==> config.mk <==
export PLATFORM = sky130hd
export DESIGN_NAME = pcds_ctrl
export DESIGN_NICKNAME = d
export VERILOG_FILES = /design/src/hw/rtl/pcds_pkg.sv /design/src/hw/rtl/pcds_ctrl.sv
export SDC_FILE = /design/constraint.sdc
export NUM_CORES = 1
export LEC_CHECK = 0
export BUFFER_PORTS_ARGS = -buffer_cell sky130_fd_sc_hd__buf_2
export CORE_UTILIZATION = 47
export DETAILED_ROUTE_END_ITERATION = 10
export PLACE_DENSITY = 0.76
export SYNTH_ARGS = -nofsm -noshare
export SYNTH_HDL_FRONTEND = slang
export SYNTH_SLANG_ARGS = --single-unit
==> constraint.sdc <==
create_clock -name clk -period 2.6 [get_ports clk]
set_clock_uncertainty 0.2 [all_clocks]
set_input_delay 0.78 -clock clk [delete_from_list [all_inputs] [get_ports clk]]
set_output_delay 0.78 -clock clk [all_outputs]
set_load 0.1 [all_outputs]
==> src/hw/rtl/pcds_pkg.sv <==
package pcds_pkg;

    localparam int MAX_BINS  = 1024;
    localparam int BIN_W     = 10;
    localparam int CNT_W     = 11;
    localparam int WGT_W     = 16;
    localparam int FRAC_BITS = 16;
    localparam int Q_W       = 17;
    localparam int TOT_W     = 26;
    localparam int DENS_W    = 27;
    localparam int UN_W      = 27;
    localparam int DIV_W     = 42;
    localparam int DCNT_W    = 6;
    localparam int IN_W      = 32;
    localparam int OUT_W     = 120;
    localparam int PAD_W     = OUT_W - (BIN_W + 3 * Q_W + DENS_W + TOT_W);

    typedef enum logic [1:0] {
        CMD_LOAD   = 2'd0,
        CMD_FIN    = 2'd1,
        CMD_SAMPLE = 2'd2,
        CMD_QUERY  = 2'd3
    } cmd_t;

    typedef enum logic [1:0] {
        ST_OK   = 2'd0,
        ST_ZERO = 2'd1,
        ST_ERR  = 2'd2
    } status_t;

    typedef enum logic [2:0] {
        DV_FRAC,
        DV_POS,
        DV_LIM,
        DV_DENS,
        DV_PROB
    } div_sel_t;

    typedef enum logic [4:0] {
        S_IDLE,
        S_DISP,
        S_LOAD,
        S_NR,
        S_FIN_RD,
        S_FIN_ACC,
        S_FIN_END,
        S_MUL,
        S_BRANCH,
        S_QOFF,
        S_ZEDGE,
        S_U0,
        S_SRCH_ISSUE,
        S_SRCH_CMP,
        S_SRCH_END,
        S_WRD,
        S_WTAKE,
        S_WMUL,
        S_DIV_GO,
        S_DIV_WAIT,
        S_OUT
    } state_t;

    typedef struct packed {
        logic     cap_in;
        logic     dispatch;
        logic     load_do;
        logic     not_ready;
        logic     fin_rd;
        logic     fin_acc;
        logic     fin_end;
        logic     mul;
        logic     zedge;
        logic     qoff;
        logic     u0;
        logic     srch_issue;
        logic     srch_cmp;
        logic     srch_end;
        logic     wrd;
        logic     wtake;
        logic     wmul;
        logic     div_start;
        logic     div_take;
        div_sel_t div_sel;
        logic     out_load;
    } ctrl_cmd_t;

    typedef struct packed {
        cmd_t cmd;
        logic table_ready;
        logic total_zero;
        logic u_zero;
        logic fin_last;
        logic srch_more;
        logic div_done;
        logic out_free;
    } dp_stat_t;

endpackage

==> src/hw/rtl/pcds_ctrl.sv <==
module pcds_ctrl
    import pcds_pkg::*;
(
    input  logic      clk,
    input  logic      rst_n,
    input  logic      s_tvalid,
    output logic      s_tready,
    input  dp_stat_t  stat,
    output ctrl_cmd_t cmd
);

    state_t   state_reg, state_next;
    div_sel_t sel_reg, sel_next;

    always_ff @(posedge clk or negedge rst_n)
    begin
        if (!rst_n)
        begin
            state_reg <= S_IDLE;
            sel_reg   <= DV_FRAC;
        end
        else
        begin
            state_reg <= state_next;
            sel_reg   <= sel_next;
        end
    end

    always_comb
    begin
        state_next  = state_reg;
        sel_next    = sel_reg;
        cmd         = '0;
        cmd.div_sel = sel_reg;
        s_tready    = 1'b0;
        case (state_reg)
            S_IDLE:
            begin
                s_tready = 1'b1;
                if (s_tvalid)
                begin
                    cmd.cap_in = 1'b1;
                    state_next = S_DISP;
                end
            end
            S_DISP:
            begin
                cmd.dispatch = 1'b1;
                case (stat.cmd)
                    CMD_LOAD: state_next = S_LOAD;
                    CMD_FIN:  state_next = S_FIN_RD;
                    default:  state_next = stat.table_ready ? S_MUL : S_NR;
                endcase
            end
            S_LOAD:
            begin
                cmd.load_do = 1'b1;
                state_next  = S_OUT;
            end
            S_NR:
            begin
                cmd.not_ready = 1'b1;
                state_next    = S_OUT;
            end
            S_FIN_RD:
            begin
                cmd.fin_rd = 1'b1;
                state_next = S_FIN_ACC;
            end
            S_FIN_ACC:
            begin
                cmd.fin_acc = 1'b1;
                state_next  = stat.fin_last ? S_FIN_END : S_FIN_RD;
            end
            S_FIN_END:
            begin
                cmd.fin_end = 1'b1;
                state_next  = S_OUT;
            end
            S_MUL:
            begin
                cmd.mul    = 1'b1;
                state_next = S_BRANCH;
            end
            S_BRANCH:
            begin
                if (stat.cmd == CMD_QUERY)
                    state_next = S_QOFF;
                else if (stat.total_zero)
                    state_next = S_ZEDGE;
                else if (stat.u_zero)
                    state_next = S_U0;
                else
                    state_next = S_SRCH_ISSUE;
            end
            S_QOFF:
            begin
                cmd.qoff   = 1'b1;
                state_next = stat.total_zero ? S_OUT : S_WRD;
            end
            S_ZEDGE:
            begin
                cmd.zedge  = 1'b1;
                state_next = S_OUT;
            end
            S_U0:
            begin
                cmd.u0     = 1'b1;
                state_next = S_WRD;
            end
            S_SRCH_ISSUE:
            begin
                if (stat.srch_more)
                begin
                    cmd.srch_issue = 1'b1;
                    state_next     = S_SRCH_CMP;
                end
                else
                begin
                    state_next = S_SRCH_END;
                end
            end
            S_SRCH_CMP:
            begin
                cmd.srch_cmp = 1'b1;
                state_next   = S_SRCH_ISSUE;
            end
            S_SRCH_END:
            begin
                cmd.srch_end = 1'b1;
                state_next   = S_WRD;
            end
            S_WRD:
            begin
                cmd.wrd    = 1'b1;
                state_next = S_WTAKE;
            end
            S_WTAKE:
            begin
                cmd.wtake  = 1'b1;
                state_next = S_WMUL;
            end
            S_WMUL:
            begin
                cmd.wmul   = 1'b1;
                sel_next   = (stat.cmd == CMD_SAMPLE && !stat.u_zero) ? DV_FRAC : DV_DENS;
                state_next = S_DIV_GO;
            end
            S_DIV_GO:
            begin
                cmd.div_start = 1'b1;
                state_next    = S_DIV_WAIT;
            end
            S_DIV_WAIT:
            begin
                if (stat.div_done)
                begin
                    cmd.div_take = 1'b1;
                    state_next   = S_DIV_GO;
                    case (sel_reg)
                        DV_FRAC: sel_next = DV_POS;
                        DV_POS:  sel_next = DV_LIM;
                        DV_LIM:  sel_next = DV_DENS;
                        DV_DENS: sel_next = DV_PROB;
                        default: state_next = S_OUT;
                    endcase
                end
            end
            S_OUT:
            begin
                if (stat.out_free)
                begin
                    cmd.out_load = 1'b1;
                    state_next   = S_IDLE;
                end
            end
            default: state_next = S_IDLE;
        endcase
    end

endmodule

Word level (Yosys, flattened, before mapping)
Index checks and enable logic that the tools add are counted.

Flip-flop bits (word level): 8. Bits of input ports: 12.

Equal/unequal tests: 30. Muxes and demuxes: 42. Reduce and logical (&&, ||, !) cells: 11.

Operators by type and width (count): 5-bit case mux with 17 select lines (1); 5-bit by 4-bit equality test with 1-bit output (second input constant) (8); 5-bit 2-to-1 mux (6); 5-bit equality test (second input constant) (5); 1-bit 2-to-1 mux (25); 5-bit by 3-bit equality test with 1-bit output (second input constant) (4); 3-bit 2-to-1 mux (4); 3-bit case mux with 2 select lines (2); 3-bit case mux with 4 select lines (1); 5-bit by 2-bit equality test with 1-bit output (second input constant) (2); 4-bit OR reduction (2); 3-bit by 2-bit equality test with 1-bit output (second input constant) (2); 2-bit 2-to-1 mux (3); 2-bit inequality test (second input constant) (3); 3-bit AND reduction (2); 5-bit by 1-bit equality test with 1-bit output (second input constant) (1); 5-bit zero test (1); 5-bit inequality test (second input constant) (1); 2-bit equality test (second input constant) (2); 3-bit by 1-bit equality test with 1-bit output (second input constant) (1); 3-bit zero test (1); 2-bit by 1-bit equality test with 1-bit output (second input constant) (1); 2-bit zero test (1); 2-bit nonzero test (1); other kinds (3) (3).

Longest topological paths before layout
Gate-level depths: netlist of the first run.

Depth in word-level cells: 5. Mapped depth: 7.

Worst setup path before layout of the first run
OpenSTA, ideal clock, no wires.

Path type: register -> output. Start: register state_reg[4]. End: output port cmd[22] (netlist bit). Arrival: 3144 ps. Data required time: 1620 ps. Slack: -1524 ps. Stages on the path, launching flop included: 5. Buffers on the path: 1. Path through: dfrtp_1 > buf_2 > or3_4 > nor2_1 > and2_1.

RTL lines: from (decl) (line pcds_ctrl.sv:12) `state_t state_reg, state_next;`; from (signal assigned) (line pcds_ctrl.sv:24) `state_reg <= state_next;`; to (decl) (line pcds_ctrl.sv:9) `output ctrl_cmd_t cmd`.

==> out/qor.csv, run 1 <==
stage;metric;value;unit
floorplan;ios;36;
power;p_sw_share;61.94;%
clock_tree;h-tree-depth;1;
sta;tightest_slew;0.5604;ns
clock_tree;cts_root_buf;clkbuf_4;
clock_tree;numCtsBuffers;3;
synth;synthXorXnorAreaFrac;0.9409;%
final_layout;drive_gt1_share;53.18;%
power;p_int;808.4;µW
sta;fmax;375.0;MHz
sta;post-route-min-period;2.667;ns
synth;syn_inst;130;
power;power_density;1277;nW/µm²
place;placement.io_buffers;35;
detailed_routing;drt-vias-per-instance;7.025;
worst_setup_path;critPathLaunchType;register;
floorplan;start_util;52.21;%
detailed_routing;firstDrtPassIters;6;
grt;overflow;0;
power;power;2124;µW
place;place_area;1513;µm²
worst_setup_path;cp-startpoint;state_reg[4]$_DFFE_PN0P_;
final_layout;final_cell_mix;buf_12, buf_4, buf_2, nor2_2, a21oi_1;
status;failed_checks;negative setup slack;
status;status;complete, but fails checks;
detailed_routing;drc_errors;0;
synth;synth-seq-cells;8;
detailed_routing;drt_iter0_markers;207;
worst_setup_path;rr_startpoint;state_reg[4]$_DFFE_PN0P_;
worst_setup_path;cp-end-kind;output pin;
sta;hold_viol_final;0;
sta;fin_ws;-0.06688;ns
grt;grt_pass1_wl;6.058;mm
synth;synth_edf_count;0;
grt;grt_use_total;40.79;%
job;cap_violations;0;
synth;synth_nets;142;
floorplan;dieHeight;46.51;µm
power;p_clk_share;5.1;%
power;combinationalPowerShare;82.3;%
grt;grt_start_max_net_pins;17;
synth;muxShareOfSynthArea;2.285;%
power;ir_drop;1.002;mV
detailed_routing;wire_per_inst;24.03;µm
final_layout;nets;187;
synth;synthTopCellsByArea;dfrtp_1, nor2_1, a21oi_1;
synth;synth_top_family_by_area;simple AND/OR/NAND/NOR gates;
grt;grt_antenna_before_repair;0;
power;p_leak;0.0006567;µW
sta;holdWs;0.1399;ns
detailed_routing;ant_nets;0;
power;seq_power_share;12.6;%
synth;yosys.area_share.simple;42.61;%
worst_setup_path;arrival;1.69;ns
place;dpl.hpwl;2.540;mm
sta;final-max-slew-violation-count;0;
power;switchingPower;1315;µW
hold_path;hp-class;input pin to asynchronous set/reset pin;
synth;syn_area;930.9;µm²
sta;slew_headroom;62.64;%
detailed_routing;vias;1391;
clock_tree;ctsLongestPathBuffers;2;
floorplan;row_count;15;
clock_tree;cts.sinks;8;
detailed_routing;wl;4.757;mm
final_layout;stdcell_area;1663;µm²
synth;synth-seq-area-share;21.51;%
final_layout;layout_commonest_cell;buf_12;
synth;synthFlopType;dfrtp_1;
synth;synth_compound_area_share;23.52;%
grt;grt_pass1_vias;1209;
synth;synth-adder-area-share;0;%
synth;yosys.area.top_type;dfrtp_1;
worst_setup_path;critPathKind;register to output pin;
worst_setup_path;required;1.62;ns
synth;yosysWarningCount;0;
clock_tree;clk_pin_slew_worst_paths;0.07;ns
synth;avgSynthCellArea;7.161;µm²
synth;synth-async-reset-ratio;100.0;%
worst_setup_path;path_max_fanout;7;
floorplan;core;1783;µm²
final_layout;largest_reg_flops;5;
floorplan;die-width;46.51;µm
synth;synth_top_area_share;21.51;%
sta;report.final.setup_viol;7;
clock_tree;cts_tree;built;
synth;synth.distinct_cells;48;
final_layout;area_growth;78.63;%
worst_setup_path;ff2ff_setup_slack;0.35;ns
floorplan;die_area;2163;µm²
sta;fin_crit_sh;102.6;%
clock_tree;clkLatencyLatePin;0.28;ns
place;routabilityCongestion;0.9150;
sta;rsz0062_at_grt;true;
final_layout;antenna_cells;0;
-- cell type report --
cell class | count | area [µm²]
fillers | 61 | 120.1
clock buffers | 3 | 22.52
repair buffers | 52 | 625.6
multi-input cells | 104 | 757.0
flip-flops and latches | 8 | 203.9
inverters | 6 | 22.52
well taps | 25 | 31.28
-- stage by stage --
stage | worst slack [ns] | TNS (ns) | cells | utilization [%]
after detailed placement | 0.1099 | 0 | 186 | 84.84
after floorplan | -0.4405 | -4.137 | 130 | -
after global placement | 0.1640 | 0 | 186 | 84.84
after global routing | -0.1613 | -0.6903 | 198 | 93.26
after CTS | -0.02910 | -0.02910 | 197 | 90.32
final | -0.06688 | -0.2267 | 198 | 93.26
-- critical path, stage by stage (launching register included) --
cell and delay, ns:
dfrtp_2 0.45, or3b_4 0.42, or2_4 0.27, nor2_4 0.11, buf_12 0.18
-- synthesized netlist by cell type (2+ instances only) --
master      n
dfrtp_1     8
a2111oi_0   2
nand3_1     2
nand2b_1    6
nand2_1     7
clkbuf_1    2
nand3b_1    2
a21oi_1    10
inv_1       6
nor3_1      6
o21ai_0     6
o21ai_1     2
and3_1      2
nor3b_1     2
nor2_1     23
buf_2       8
a31oi_1     4
nor4b_1     2
-- cells by family (layout without fill, tap and decap cells) --
logic type / count (synthesis) / in the layout
buffers and inverters: 18 / 61
xor gates and xnor gates: 1 / 1
DFF: 8 / 8
muxes: 2 / 2
and+or+nand+nor: 67 / 67
AOI/OAI and AO/OA: 34 / 34
-- metal layers --
layer  up-vias  global-route usage (%)  wire [µm]
met3        43                   12.94        627
li1        555                       -          -
met4         0                   20.00        276
met2       159                   64.44       2182
met1       634                   49.17       1671
met5         -                       0          0
-- power groups by stage --
stage | sequential, µW | combinational [µW] | clock [µW]
6_report | 268 | 1750 | 109
5_1_grt | 266 | 1800 | 112
4_1_cts | 246 | 1580 | 101
3_5_place_dp | 246 | 1490 | 0
3_3_place_gp | 232 | 1450 | 0
2_1_floorplan | 355 | 982 | 0
-- final timing paths --
kind / end / cells past startpoint
worst max-delay path: cmd[4] / 4
worst min register to register: sel_reg[1]$_DFFE_PN0P_ / 1
max in group asynchronous: state_reg[4]$_DFFE_PN0P_ / 1
worst min-delay path: state_reg[0]$_DFFE_PN0P_ / 1
min in group clk: sel_reg[1]$_DFFE_PN0P_ / 1
worst max register to register: sel_reg[0]$_DFFE_PN0P_ / 6
-- timing repair --
action | 4_1_cts | 5_1_grt
buffers inserted | 8 | 2
hold buffers | 0 | 0
endpoints found under the setup margin | 7 | 18
gates resized for setup | 7 | 13
cloned | 0 | 0
pin swaps | 5 | 2
Note: power is estimated with default switching activity, not from simulation.
==> inputs of run 2 (changes only) <==
--- a/config.mk
+++ b/config.mk
@@ -6,9 +6,12 @@
 export NUM_CORES = 1
 export LEC_CHECK = 0
 export BUFFER_PORTS_ARGS = -buffer_cell sky130_fd_sc_hd__buf_2
-export CORE_UTILIZATION = 47
+export CELL_PAD_IN_SITES_DETAIL_PLACEMENT = 1
+export CELL_PAD_IN_SITES_GLOBAL_PLACEMENT = 2
+export CORE_ASPECT_RATIO = 0.5
+export CORE_UTILIZATION = 25
 export DETAILED_ROUTE_END_ITERATION = 10
-export PLACE_DENSITY = 0.76
+export PLACE_DENSITY = 0.77
 export SYNTH_ARGS = -nofsm -noshare
 export SYNTH_HDL_FRONTEND = slang
 export SYNTH_SLANG_ARGS = --single-unit
==> run 2 against run 1 <==
Net effect:
- the run now ends clean
- total power decreased by 3.5%
- maximum frequency increased by 2.7%
- non-clock buffer count is 1 lower
- first-iteration DRC count fell by 71%
- sequential share of layout area is 0.26 points lower
- count of clock-buffer cells in the layout unchanged
- sequential power is 8.2% lower
- flip-flop and latch count stayed put
- cell area is 0.90% higher
- largest power group unchanged
- highest routed layer unchanged
==> out/qor.csv, run 2 (synthesized netlist as in run 1, its figures left out) <==
stage;metric;value;unit
clock_tree;clk_pin_slew_worst_paths;0.04;ns
clock_tree;ctsLongestPathBuffers;2;
grt;grt_pass1_wl;5.313;mm
worst_setup_path;cp_slowest_stage_delay;0.43;ns
sta;hold_viol_final;0;
final_layout;layoutNonFillerInstCount;223;
worst_setup_path;rr_startpoint;state_reg[0]$_DFFE_PN0P_;
final_layout;largest_reg_flops;5;
final_layout;nets;186;
detailed_routing;wire_per_inst;16.72;µm
sta;rsz0062_at_grt;true;
floorplan;start_util;26.67;%
clock_tree;clkLatencyLatePin;0.23;ns
power;ir_drop;0.3020;mV
clock_tree;h-tree-depth;1;
worst_setup_path;required;1.62;ns
sta;fin_crit_sh;99.89;%
sta;final-max-slew-violation-count;0;
hold_path;hp-class;input pin to asynchronous set/reset pin;
final_layout;antenna_cells;0;
worst_setup_path;critPathLaunchType;register;
detailed_routing;drt-vias-per-instance;5.157;
floorplan;die_area;3987;µm²
power;p_leak;0.0006576;µW
detailed_routing;met3_length;141;µm
detailed_routing;drc_errors;0;
sta;slew_headroom;57.40;%
place;place_inst;213;
final_layout;layout_commonest_cell;buf_12;
worst_setup_path;path_max_fanout;5;
final_layout;nFillCells;415;
job;cap_violations;0;
grt;overflow;0;
worst_setup_path;critPathKind;register to output pin;
power;power_density;1221;nW/µm²
grt;grt_pass1_vias;1046;
worst_setup_path;reg2reg_depth;5;
worst_setup_path;cp.depth;4;
detailed_routing;dr_wl_met2;1.770;mm
detailed_routing;wl;3.728;mm
clock_tree;cts_tree;built;
detailed_routing;firstDrtPassIters;4;
worst_setup_path;r2r_end;state_reg[1]$_DFFE_PN0P_;
floorplan;ios;36;
place;routabilityCongestion;0.7951;
clock_tree;numCtsBuffers;3;
place;placement.io_buffers;35;
worst_setup_path;ff2ff_setup_slack;0.54;ns
floorplan;core;3491;µm²
floorplan;row_count;15;
grt;grt_antenna_before_repair;0;
sta;post-route-min-period;2.597;ns
floorplan;dieHeight;45.15;µm
worst_setup_path;crit_slowest_cell;dfrtp_2;
detailed_routing;vias;1150;
final_layout;area_growth;80.24;%
floorplan;die-width;88.30;µm
worst_setup_path;crit_chain;or3b_4, or2_4, nor2_4, buf_12;
final_layout;utilization;48.06;%
final_layout;final_cell_mix;buf_12, buf_4, buf_2, a21oi_1, nor2_2;
detailed_routing;m1WireLength;1.790;mm
worst_setup_path;cp-end-kind;output pin;
sta;tightest_slew;0.6228;ns
clock_tree;cts.sinks;8;
sta;report.final.setup_viol;0;
grt;grt_start_max_net_pins;25;
detailed_routing;ant_nets;0;
place;dpl.hpwl;2.818;mm
clock_tree;cts_root_buf;clkbuf_8;
worst_setup_path;path_delay_family;simple AND/OR/NAND/NOR gates;
final_layout;drive_gt1_share;49.42;%
worst_setup_path;path_buf_inv;1;
detailed_routing;top_layer_used;met4;
worst_setup_path;arrival;1.62;ns
sta;fmax;385.0;MHz
status;status;completed;
grt;grt_use_total;18.17;%
detailed_routing;drt_iter0_markers;61;
run 2: layout make-up:
| type | count | area (µm²) | share of cell area (%) |
|---|---|---|---|
| multi-input combinational | 104 | 730.7 | 43.55 |
| timing repair buffer | 51 | 618.1 | 36.84 |
| clock buffer | 3 | 41.29 | 2.461 |
| sequential | 8 | 201.4 | 12.01 |
| tap | 51 | 63.81 | 3.803 |
| inverter | 6 | 22.52 | 1.342 |
run 2: metal layers:
metal  global-route usage [%]  vias up
met2                    30.46       35
met1                    26.07      558
met3                    2.194        4
met4                    1.935        0
li1                         -      553
met5                        0        -
run 2: stage by stage:
step           hold slack (ns)  TNS [ns]  power, µW  worst slack, ns  instance area, µm²
4_1_cts                 0.1846         0       1943         0.007132                1615
6_report                0.1866         0       2049         0.002826                1678
3_3_place_gp            0.2869         0       1740           0.1930                1553
2_1_floorplan           0.2844    -4.137       1337          -0.4405               993.5
3_5_place_dp            0.3029         0       1759           0.1520                1553
5_1_grt                 0.1897  -0.06992       2144         -0.03190                1678
run 2: where the power goes:
group	internal (µW)	switching [µW]	total, µW
logic	567	1080	1650
registers	178	67.6	246
clock network	101	52.0	153
total	846	1200	2050
run 2: how the worst max path moves through the flow:
stage                             start      end
6_report       state_reg[2]$_DFFE_PN0P_   cmd[4]
5_1_grt        state_reg[2]$_DFFE_PN0P_   cmd[4]
4_1_cts        state_reg[3]$_DFFE_PN0P_   cmd[4]
3_5_place_dp   state_reg[4]$_DFFE_PN0P_   cmd[4]
3_3_place_gp   state_reg[3]$_DFFE_PN0P_  cmd[18]
2_1_floorplan  state_reg[4]$_DFFE_PN0P_  cmd[22]
run 2: timing repair:
action / in CTS / in global routing
pin swaps: 2 / 4
gates cloned: 0 / 0
buffers inserted: 2 / 5
hold buffers: 0 / 0
gates resized for setup: 2 / 8
endpoints found under the setup margin: 8 / 14
==> inputs of run 3 (changes only) <==
--- a/config.mk
+++ b/config.mk
@@ -5,13 +5,14 @@
 export SDC_FILE = /design/constraint.sdc
 export NUM_CORES = 1
 export LEC_CHECK = 0
+export ABC_AREA = 1
 export BUFFER_PORTS_ARGS = -buffer_cell sky130_fd_sc_hd__buf_2
 export CELL_PAD_IN_SITES_DETAIL_PLACEMENT = 1
 export CELL_PAD_IN_SITES_GLOBAL_PLACEMENT = 2
 export CORE_ASPECT_RATIO = 0.5
-export CORE_UTILIZATION = 25
+export CORE_UTILIZATION = 21
 export DETAILED_ROUTE_END_ITERATION = 10
-export PLACE_DENSITY = 0.77
+export PLACE_DENSITY = 0.76
 export SYNTH_ARGS = -nofsm -noshare
 export SYNTH_HDL_FRONTEND = slang
 export SYNTH_SLANG_ARGS = --single-unit
==> run 3 against run 2 <==
Net effect:
- global-route usage is 2.0 points lower
- first-iteration DRC count decreased by 18%
- sequential share of layout area rose by 1.2 points
- setup slack gained 0.053 ns
- total power decreased by 4.3%
- flip-flop and latch count is the same
- count of clock-buffer cells in the layout stayed put
- core utilization fell by 5.1 points
- die area increased by 6.3%
- largest power group unchanged
- highest routed layer unchanged
- combinational power down 6%
==> out/qor.csv, run 3 <==
stage;metric;value;unit
clock_tree;ctsLongestPathBuffers;2;
detailed_routing;met3_length;69;µm
floorplan;die_area;4240;µm²
detailed_routing;top_layer_used;met4;
place;place_inst;244;
synth;synth_nets;168;
detailed_routing;dr_wl_met2;1.381;mm
clock_tree;cts_root_buf;clkbuf_8;
detailed_routing;wire_per_inst;13.21;µm
power;ir_drop;0.5627;mV
grt;grt_antenna_before_repair;0;
final_layout;nets;213;
floorplan;die-width;91.09;µm
sta;hold_viol_final;0;
grt;grt_use_total;16.14;%
detailed_routing;m1WireLength;1.844;mm
power;p_leak;0.0008220;µW
final_layout;antenna_cells;0;
detailed_routing;vias;1099;
worst_setup_path;crit_chain;nor2_2, nand3_1, inv_1, buf_12;
synth;synth_top_area_share;24.02;%
grt;grt_pass1_vias;1039;
worst_setup_path;ff2ff_setup_slack;0.76;ns
clock_tree;clk_pin_slew_worst_paths;0.04;ns
synth;synth-seq-cells;8;
hold_path;hp-class;input pin to asynchronous set/reset pin;
final_layout;layout_commonest_cell;nand2_1;
sta;tightest_slew;0.4870;ns
status;status;completed;
sta;fmax;393.0;MHz
floorplan;core;3603;µm²
final_layout;drive_gt1_share;34.17;%
clock_tree;clkLatencyLatePin;0.23;ns
grt;grt_pass1_wl;5.085;mm
job;cap_violations;0;
final_layout;area_growth;85.59;%
worst_setup_path;path_buf_inv;2;
worst_setup_path;crit_slowest_cell;dfrtp_2;
worst_setup_path;path_max_fanout;8;
floorplan;start_util;23.12;%
final_layout;largest_reg_flops;5;
worst_setup_path;cp_slowest_stage_delay;0.45;ns
synth;synth-seq-area-share;24.02;%
power;power;1961;µW
synth;syn_area;833.3;µm²
detailed_routing;drc_errors;0;
worst_setup_path;cp-end-kind;output pin;
clock_tree;ctsHoldBuffers;0;
grt;grt_start_max_net_pins;9;
synth;synth_most_common_cell;nand2_1;
final_layout;final_cell_mix;nand2_1, inv_1, nor2_1, buf_12, buf_2;
clock_tree;cts_tree;built;
worst_setup_path;r2r_end;state_reg[0]$_DFFE_PN0P_;
synth;synthFlopType;dfrtp_1;
sta;report.final.setup_viol;0;
clock_tree;numCtsBuffers;3;
floorplan;row_count;15;
final_layout;layoutNonFillerInstCount;250;
power;power_density;1268;nW/µm²
place;routabilityCongestion;0.8073;
detailed_routing;drt-vias-per-instance;4.396;
sta;slew_headroom;67.76;%
clock_tree;h-tree-depth;1;
place;placement.io_buffers;35;
detailed_routing;ant_nets;0;
worst_setup_path;reg2reg_depth;9;
worst_setup_path;required;1.62;ns
synth;yosys.area.top_type;dfrtp_1;
synth;synth.distinct_cells;18;
sta;final-max-slew-violation-count;0;
sta;holdWs;0.1876;ns
detailed_routing;wl;3.303;mm
synth;synth_commonest_cells;nand2_1, nor2_1, inv_1;
synth;synth-async-reset-ratio;100.0;%
synth;syn_inst;156;
synth;avgSynthCellArea;5.342;µm²
synth;synth_edf_count;0;
sta;fin_crit_sh;97.85;%
worst_setup_path;path_delay_family;simple AND/OR/NAND/NOR gates;
worst_setup_path;arrival;1.56;ns
synth;yosysWarningCount;0;
synth;synthTopCellsByArea;dfrtp_1, nand2_1, nor2_1;
floorplan;dieHeight;46.55;µm
worst_setup_path;rr_startpoint;state_reg[0]$_DFFE_PN0P_;
sta;post-route-min-period;2.544;ns
detailed_routing;drt_iter0_markers;50;
floorplan;ios;36;
clock_tree;cts.sinks;8;
worst_setup_path;critPathKind;register to output pin;
place;dpl.hpwl;2.844;mm
grt;overflow;0;
sta;rsz0062_at_grt;true;
detailed_routing;firstDrtPassIters;4;
worst_setup_path;critPathLaunchType;register;
## run 3: worst max-delay path by stage
| stage | startpoint | to | slack (ns) | cells after the start |
|---|---|---|---|---|
| after detailed placement | state_reg[2]$_DFFE_PN0P_ | cmd[15] | 0.16 | 5 |
| after CTS | state_reg[2]$_DFFE_PN0P_ | cmd[15] | 0.03 | 5 |
| after global placement | state_reg[2]$_DFFE_PN0P_ | cmd[15] | 0.22 | 5 |
| after global routing | state_reg[0]$_DFFE_PN0P_ | cmd[4] | -0.009 | 5 |
| final | state_reg[1]$_DFFE_PN0P_ | cmd[18] | 0.06 | 4 |
| after floorplan | state_reg[2]$_DFFE_PN0P_ | cmd[15] | -0.41 | 4 |
## run 3: routing by layer
metal,vias up,GRT usage (%)
met5,-,0
met1,504,24.76
met4,0,2.857
li1,572,-
met3,2,1.815
met2,21,24.24
## run 3: area by class of cell
type                    instances  area (µm²)
fillers                       482        2057
multi-input cells             120       615.6
well taps                      51       63.81
inverters                      27       101.3
clock buffers                   3       41.29
repair buffers                 41       520.5
flip-flops and latches          8       203.9
## run 3: cells by family after synthesis
logic type	after synthesis	share of synthesized area, %
buf+inv	28	12.76
simple gates	108	55.26
flops	8	24.02
compound gates	11	6.906
xor+xnor	1	1.051
## run 3: stage by stage
stage | instance area, µm² | TNS [ns] | worst slack [ns] | util [%]
floorplan | 905.9 | -0.7969 | -0.4122 | -
global placement | 1463 | 0 | 0.2180 | 40.59
detailed placement | 1463 | 0 | 0.1613 | 40.59
CTS | 1506 | 0 | 0.03117 | 41.81
global route | 1546 | -0.009902 | -0.008575 | 42.92
finish | 1546 | 0 | 0.05577 | 42.92
## run 3: timing repair
action	4_1_cts	5_1_grt
pin swaps	0	1
setup buffers	0	3
gates resized for setup	1	6
cloned	0	0
endpoints found under the setup margin	3	10
## run 3: power breakdown
group          switching [µW]  total [µW]  internal (µW)
Clock                    50.4         151            100
Sequential               85.0         263            178
Combinational            1070        1550            476
Total                    1210        1960            755
